**src/hw/rtl/sbc_sqrt_pipe.sv**
```systemverilog
module sbc_sqrt_pipe #(
   parameter int COORD_BITS = 24,
   parameter int SIDE_BITS  = 101
) (
   input  logic                    clock,
   input  logic                    reset,
   input  logic                    in_valid,
   output logic                    in_ready,
   input  logic [2*COORD_BITS-1:0] in_sum,
   input  logic [SIDE_BITS-1:0]    in_side,
   output logic                    out_valid,
   input  logic                    out_ready,
   output logic [COORD_BITS-1:0]   out_root,
   output logic [SIDE_BITS-1:0]    out_side
);

   localparam int C    = COORD_BITS;
   localparam int NSTG = C + 1;

   logic [2*C-1:0]       rem_ff  [NSTG];
   logic [2*C-1:0]       rem_in  [NSTG];
   logic [C-1:0]         root_ff [NSTG];
   logic [C-1:0]         root_in [NSTG];
   logic [SIDE_BITS-1:0] side_ff [NSTG];
   logic                 v_ff    [NSTG];
   logic                 adv     [NSTG+1];

   assign adv[NSTG] = out_ready;
   assign in_ready  = adv[0];
   assign out_valid = v_ff[NSTG-1];
   assign out_root  = root_ff[NSTG-1];
   assign out_side  = side_ff[NSTG-1];

   // load stage
   assign rem_in[0]  = in_sum;
   assign root_in[0] = '0;
   assign adv[0]     = !v_ff[0] || adv[1];

   always_ff @(posedge clock) begin
      if (reset) begin
         v_ff[0] <= 1'b0;
      end else if (adv[0]) begin
         v_ff[0] <= in_valid;
      end
   end

   always_ff @(posedge clock) begin
      if (adv[0]) begin
         rem_ff[0]  <= rem_in[0];
         root_ff[0] <= root_in[0];
         side_ff[0] <= in_side;
      end
   end

   // one root bit per stage, most significant first
   for (genvar s = 1; s < NSTG; s++) begin : g_step
      localparam int B = C - s;
      logic [2*C:0] trial;
      logic         ge;

      always_comb begin
         trial = ({{(C+1){1'b0}}, root_ff[s-1]} << (B + 1))
               | ({{(2*C){1'b0}}, 1'b1} << (2 * B));
         ge    = {1'b0, rem_ff[s-1]} >= trial;
         rem_in[s]  = ge ? rem_ff[s-1] - trial[2*C-1:0] : rem_ff[s-1];
         root_in[s] = ge ? (root_ff[s-1] | ({{(C-1){1'b0}}, 1'b1} << B)) : root_ff[s-1];
      end

      assign adv[s] = !v_ff[s] || adv[s+1];

      always_ff @(posedge clock) begin
         if (reset) begin
            v_ff[s] <= 1'b0;
         end else if (adv[s]) begin
            v_ff[s] <= v_ff[s-1];
         end
      end

      always_ff @(posedge clock) begin
         if (adv[s]) begin
            rem_ff[s]  <= rem_in[s];
            root_ff[s] <= root_in[s];
            side_ff[s] <= side_ff[s-1];
         end
      end
   end

endmodule

```
**config.mk**
```make
export PLATFORM = sky130hd
export DESIGN_NAME = sbc_sqrt_pipe
export DESIGN_NICKNAME = d
export VERILOG_FILES = /design/src/hw/rtl/sbc_sqrt_pipe.sv
export SDC_FILE = /design/constraint.sdc
export NUM_CORES = 2
export LEC_CHECK = 0
export ABC_CLOCK_PERIOD_IN_PS = 20200
export BUFFER_PORTS_ARGS = -buffer_cell sky130_fd_sc_hd__clkbuf_2
export CAP_MARGIN = 30
export CORE_ASPECT_RATIO = 1.2
export CORE_UTILIZATION = 40
export DETAILED_ROUTE_END_ITERATION = 7
export HOLD_SLACK_MARGIN = 0.15
export PLACE_DENSITY = 0.58
export SLEW_MARGIN = 20
export SYNTH_ARGS = -nofsm -noshare
export SYNTH_HDL_FRONTEND = slang
export SYNTH_MEMORY_MAX_BITS = 65536
export SYNTH_SLANG_ARGS = --single-unit
```
**constraint.sdc**
```tcl
create_clock -name clock -period 20.2 [get_ports clock]
set_input_delay 2.02 -clock clock [delete_from_list [all_inputs] [get_ports clock]]
set_output_delay 2.02 -clock clock [all_outputs]
set_load 0.01 [all_outputs]
```
# Yosys cells after proc, flatten, opt, wreduce, memory -nomap -nowiden
# Memory sizes are Yosys's and may differ from the RTL's.
# Cells that the tools add are included.
# word_totals
n_memories	4
mem_bits_rw	4350
regBits	0
word_cells	302
out_inout_bits	127
# mem_list
memory	words	width	rd	rd_clocked_by_memory_dff	write_ports	line_no	source
side_ff	25	101	25	0	25	24	logic [SIDE_BITS-1:0] side_ff [NSTG];
rem_ff	25	48	24	0	25	20	logic [2*C-1:0] rem_ff [NSTG];
root_ff	25	24	25	0	25	22	logic [C-1:0] root_ff [NSTG];
v_ff	25	1	25	0	25	25	logic v_ff [NSTG];
# classes
n_addsub	24
bitwise	25
mux	175
order_cmp	24
reduce_logical	50
# op_table
cell	n
48-bit two-way mux	24
1-bit two-way mux	128
48-bit by 25-bit >= comparator with 1-bit output	1
48-bit by 26-bit >= comparator with 1-bit output	1
48-bit by 27-bit >= comparator with 1-bit output	1
48-bit by 28-bit >= comparator with 1-bit output	1
48-bit by 29-bit >= comparator with 1-bit output	1
48-bit by 30-bit >= comparator with 1-bit output	1
48-bit by 31-bit >= comparator with 1-bit output	1
48-bit by 32-bit >= comparator with 1-bit output	1
48-bit by 33-bit >= comparator with 1-bit output	1
48-bit by 34-bit >= comparator with 1-bit output	1
48-bit by 35-bit >= comparator with 1-bit output	1
48-bit by 36-bit >= comparator with 1-bit output	1
48-bit by 37-bit >= comparator with 1-bit output	1
48-bit by 38-bit >= comparator with 1-bit output	1
48-bit by 39-bit >= comparator with 1-bit output	1
48-bit by 40-bit >= comparator with 1-bit output	1
48-bit by 41-bit >= comparator with 1-bit output	1
48-bit by 42-bit >= comparator with 1-bit output	1
48-bit by 43-bit >= comparator with 1-bit output	1
48-bit by 44-bit >= comparator with 1-bit output	1
48-bit by 45-bit >= comparator with 1-bit output	1
48-bit by 46-bit >= comparator with 1-bit output	1
other kinds (52)	124

# Longest topological paths before layout
# An unclocked memory read counts as a cell.
# logic_depth
word_depth	31
mapped_depth	13
depth_no_buf	11

# Least setup slack after synthesis
# Ideal clock, no wire load.
# synth_timing
kind	input port to output port
startpoint	input out_ready
endpoint	output in_ready
path_buffers	0
cell_stages	8
setup_slack_ns	7.706
t_arrival_ns	10.474
required_ns	18.180
cell_sequence	nor2b_1 and2_1 inv_1 nor3_1 and4_1 and3_1 and3_1 nand3_1
# synth_lines
item	line_no	source
start, declared	12	input logic out_ready,
end, declared	8	output logic in_ready,

==> run summary <==
RUN STATUS
------------------------------------------------------------------------------------------------------
Result of the run ....................................................................... complete, no violations

FLOORPLAN
------------------------------------------------------------------------------------------------------
Die Area ................................................................................  368000 um^2
Floorplan row count .....................................................................          242
Vert. Die Dim ...........................................................................       664 um
Top-level I/O count .....................................................................          280
Standard cell core area .................................................................  363000 um^2
Horiz. Die Dim ..........................................................................       554 um
Starting utilization of the core area ...................................................        40.3%

MIN PATH
------------------------------------------------------------------------------------------------------
Hold Crit Endpoint ...................................................................... side_ff[0][1521]$_DFFE_PP_
Startpoint of the most critical hold path ............................................... side_ff[0][1420]$_DFFE_PP_
Worst Hold Depth ........................................................................            0
Hold Path Class .........................................................................      reg2reg

STA
------------------------------------------------------------------------------------------------------
Hold WS .................................................................................     0.384 ns
Share of the clock period used by the worst path after layout ...........................        36.6%
Final Slew Violations ...................................................................            0
Fin. Hold Viols .........................................................................            0
Worst relative slew slack ...............................................................        29.5%
Transition time of the tightest slew-check pin ..........................................      1.05 ns
Final worst slack .......................................................................     12.80 ns
Achievable frequency ....................................................................      135 MHz
Shortest clock period the worst path allows after layout ................................      7.40 ns
Worst setup skew after layout ...........................................................    0.0572 ns
Count of final setup violators ..........................................................            0
RSZ-0062 raised after global routing ....................................................        false
Total negative slack for setup checks ...................................................         0 ns

LOGIC SYNTHESIS
------------------------------------------------------------------------------------------------------
Count of cell types in the netlist ......................................................           89
Most area-hungry cell type in the Yosys netlist ......................................... sky130_fd_sc_hd__edfxtp_1
Top-area cell type share of the netlist area ............................................        82.2%
Post-synthesis instance area ............................................................  146000 um^2
Post-Syn Nets ...........................................................................         8513
Async set or reset register ratio after synthesis .......................................           0%
Per-instance average area after synthesis ...............................................    18.2 um^2
Flop and latch count out of synthesis ...................................................         4002
Proportion of synthesized chip area in sequential cells .................................        82.2%
Main flop type after synthesis .......................................................... sky130_fd_sc_hd__edfxtp_1
Synth warn ..............................................................................            0
Number of cells produced by synthesis ...................................................         8038
Post-synth EDFFs ........................................................................         4002
Synth area leaders ...................................................................... sky130_fd_sc_hd__edfxtp_1 82%, sky130_fd_sc_hd__ha_1 2.8%, sky130_fd_sc_hd__xnor2_1 1.5%, sky130_fd_sc_hd__xor2_1 1.3%, sky130_fd_sc_hd__inv_1 1.1%

CLOCKING
------------------------------------------------------------------------------------------------------
Post-CTS setup buffer count .............................................................            0
Cts repair resizes ......................................................................            0
Count of H-tree levels built during CTS .................................................            5
Total number of clock tree sinks ........................................................         4002
Buffer cell driving the clock tree root ................................................. sky130_fd_sc_hd__clkbuf_16
CTS Hold Buffers Added ..................................................................            0
Clock latency on the worst-skew pair ....................................................      0.93 ns
TritonCTS buffer count ..................................................................          379
CTS tree ................................................................................         done
Clock buffer depth ......................................................................            4
Clock transition at the register clock pins on the worst setup and hold paths after CTS .      0.06 ns

WORST SETUP PATH
------------------------------------------------------------------------------------------------------
Register-to-Register Setup Slack ........................................................     15.33 ns
Critical-path top delay cell ............................................................ sky130_fd_sc_hd__and4_1
Worst endpoint data arrival time ........................................................      5.38 ns
Cell family with the largest share of critical-path delay ............................... simple AND/OR/NAND/NOR gates
Buf+Inv Stages, Crit Path ...............................................................            4
Peak per-stage delay on the critical path ...............................................      0.48 ns
Reg-to-Reg End .......................................................................... side_ff[0][468]$_DFFE_PP_
CP startpoint kind ......................................................................    input pin
CP endpoint kind ........................................................................ primary output
Type of the worst setup path ............................................................       in2out
Required time of the critical path ......................................................     18.18 ns
Reg-to-reg critical path startpoint ..................................................... v_ff[1][8]$_DFFE_PP_
Worst-path fanout max ...................................................................           51
Cell chain of the critical path ......................................................... clkbuf_2 -> nor2b_1 -> and2_1 -> inv_6 -> nor3_1 -> buf_4 -> and4_1 -> and3_1 -> and3_1 -> nand3_4 -> clkbuf_2
Worst Reg2Reg Path Length in Cells ......................................................           11

POWER AND IR DROP
------------------------------------------------------------------------------------------------------
Worst supply voltage drop on vdd ........................................................    0.0795 mV
Pwr dens ................................................................................  120 nW/um^2
Share of total power in sequential cells ................................................        54.7%
Internal cell power .....................................................................     0.0151 W
Static leakage ..........................................................................      62.0 nW
Combinational power share ...............................................................        11.3%
Switch share ............................................................................        24.0%
Part of the total power dissipated in the clock network .................................        34.0%
Switching pwr ...........................................................................    0.00476 W

FINISH
------------------------------------------------------------------------------------------------------
Area growth syn-to-layout ...............................................................        13.0%
Final non-filler cell total .............................................................        13639
Post-route standard cell area excluding fillers .........................................  165000 um^2
Fraction of final layout cells with drive strength greater than 1 .......................        11.2%
Nets ....................................................................................         9041
Highest-count cells in the layout ignoring fill and taps ................................ 4002 x sky130_fd_sc_hd__edfxtp_1, 406 x sky130_fd_sc_hd__inv_1, 381 x sky130_fd_sc_hd__clkbuf_16
Commonest non-fill, non-tap cell in the layout .......................................... sky130_fd_sc_hd__edfxtp_1

DRT
------------------------------------------------------------------------------------------------------
Total vias in the final route ...........................................................        64539
DRC .....................................................................................            0
Routed WL ...............................................................................    230000 um
Drt first-iter violations ...............................................................         3828
Ratio of routed vias to standard cells ..................................................         4.73
Remaining number of nets flagged by the antenna check after routing .....................            0
Iteration count of the initial detailed-routing pass ....................................            7
Detail-routed net length per standard cell ..............................................      16.9 um

PLACED DESIGN
------------------------------------------------------------------------------------------------------
Final GP Congestion .....................................................................        0.912
IO Port Bufs ............................................................................          279
Placed inst area ........................................................................  153000 um^2
Post-placement worst setup slack ........................................................     12.70 ns
Post-detail-place hpwl ..................................................................    163000 um
Placed cell count .......................................................................        12935

GRT
------------------------------------------------------------------------------------------------------
First-pass GRT wire length ..............................................................    361000 um
Total grt overflow ......................................................................            0
Largest net degree at the start of global routing .......................................          115
Antenna violations before repair ........................................................            4
Global-route usage over all layers ......................................................        12.2%
Vias in the first global route ..........................................................        66331

RUN
------------------------------------------------------------------------------------------------------
Max-cap violation count .................................................................            0

==> cell type report <==
cell class | instances | area, um^2
fill | 30568 | 198000
sequential | 4002 | 120000
multi-input combinational | 3414 | 23400
clock buffer | 471 | 9870
tap | 4758 | 5950
clock inverter | 218 | 2110
timing repair buffer | 347 | 2050
inverter | 422 | 1650
antenna | 7 | 17.5
==> Yosys cell counts, types with 21 or more instances <==
cell type and instances:
sky130_fd_sc_hd__nor2b_1 44, sky130_fd_sc_hd__mux2_2 44, sky130_fd_sc_hd__xnor2_1 252, sky130_fd_sc_hd__ha_1 322
sky130_fd_sc_hd__nand3_1 91, sky130_fd_sc_hd__inv_1 420, sky130_fd_sc_hd__nor2_1 297, sky130_fd_sc_hd__o21ai_0 263
sky130_fd_sc_hd__nand2_1 355, sky130_fd_sc_hd__xor2_1 223, sky130_fd_sc_hd__nor4_1 185, sky130_fd_sc_hd__nand2b_1 63
sky130_fd_sc_hd__nor4b_1 32, sky130_fd_sc_hd__nor3_1 143, sky130_fd_sc_hd__a211oi_1 38, sky130_fd_sc_hd__or3_1 74
sky130_fd_sc_hd__nor3b_1 25, sky130_fd_sc_hd__a21oi_1 296, sky130_fd_sc_hd__buf_4 102, sky130_fd_sc_hd__or4_1 46
sky130_fd_sc_hd__and3_1 26, sky130_fd_sc_hd__clkbuf_1 87, sky130_fd_sc_hd__o211ai_1 21, sky130_fd_sc_hd__nand4_1 89
sky130_fd_sc_hd__a21o_1 108, sky130_fd_sc_hd__or2_2 24, sky130_fd_sc_hd__nand4b_1 21, sky130_fd_sc_hd__o31ai_1 32
sky130_fd_sc_hd__edfxtp_1 4002, sky130_fd_sc_hd__o21a_1 50
==> stage by stage <==
step	total power [W]	util, %
6_report	0.0199	45.5
5_1_grt	0.0207	45.5
4_1_cts	0.0201	45.5
3_5_place_dp	0.0133	42.2
3_3_place_gp	0.0132	42.2
2_1_floorplan	0.0125	-
==> registers in the layout, indices dropped and copies added, names as in the netlist <==
signal and count:
rem_ff 1152, root_ff 300, side_ff 2525, v_ff 25
==> cells by family (layout without fill, tap and decap cells) <==
| logic type | Yosys count | count (layout) | synth area share, % |
|---|---|---|---|
| DFF | 4002 | 4002 | 82.2 |
| and+or+nand+nor | 1600 | 1600 | 5.82 |
| AOI/OAI and AO/OA | 962 | 962 | 4.07 |
| buffers and inverters | 622 | 1458 | 1.89 |
| xor gates and xnor gates | 475 | 475 | 2.85 |
| adders and majority gates | 322 | 322 | 2.76 |
| muxes | 55 | 55 | 0.416 |
| other | 0 | 7 | 0 |
==> worst max path at each step <==
stage	from	end	depth (start not counted)
final	out_ready	in_ready	11
after global routing	out_ready	in_ready	11
after detailed placement	out_ready	in_ready	11
after global placement	out_ready	in_ready	11
after floorplan	out_ready	in_ready	8
after CTS	out_ready	in_ready	11
==> worst reg2reg max path: cells and delay by family, from the launching register on <==
kind	cells	cell delay, ns
buf+inv	4	2.08
simple gates	7	1.92
flops	1	0.39
==> power by group through the flow <==
stage	clock network, W	logic [W]	registers, W
final	0.00675	0.00224	0.0109
after global routing	0.00727	0.00249	0.0110
after CTS	0.00696	0.00223	0.0109
after detailed placement	0	0.00222	0.0111
after global placement	0	0.00215	0.0110
after floorplan	0	0.00175	0.0108
==> layer usage <==
layer  vias up  GRT usage [%]  part of all wire [%]
met5         -              0                     0
met4         0           5.61                   4.5
met3       576           2.13                   3.8
met2      1266           21.7                    50
met1     30744           14.4                    42
li1      31953              -                     -
Power figures use the tool's default switching activity.
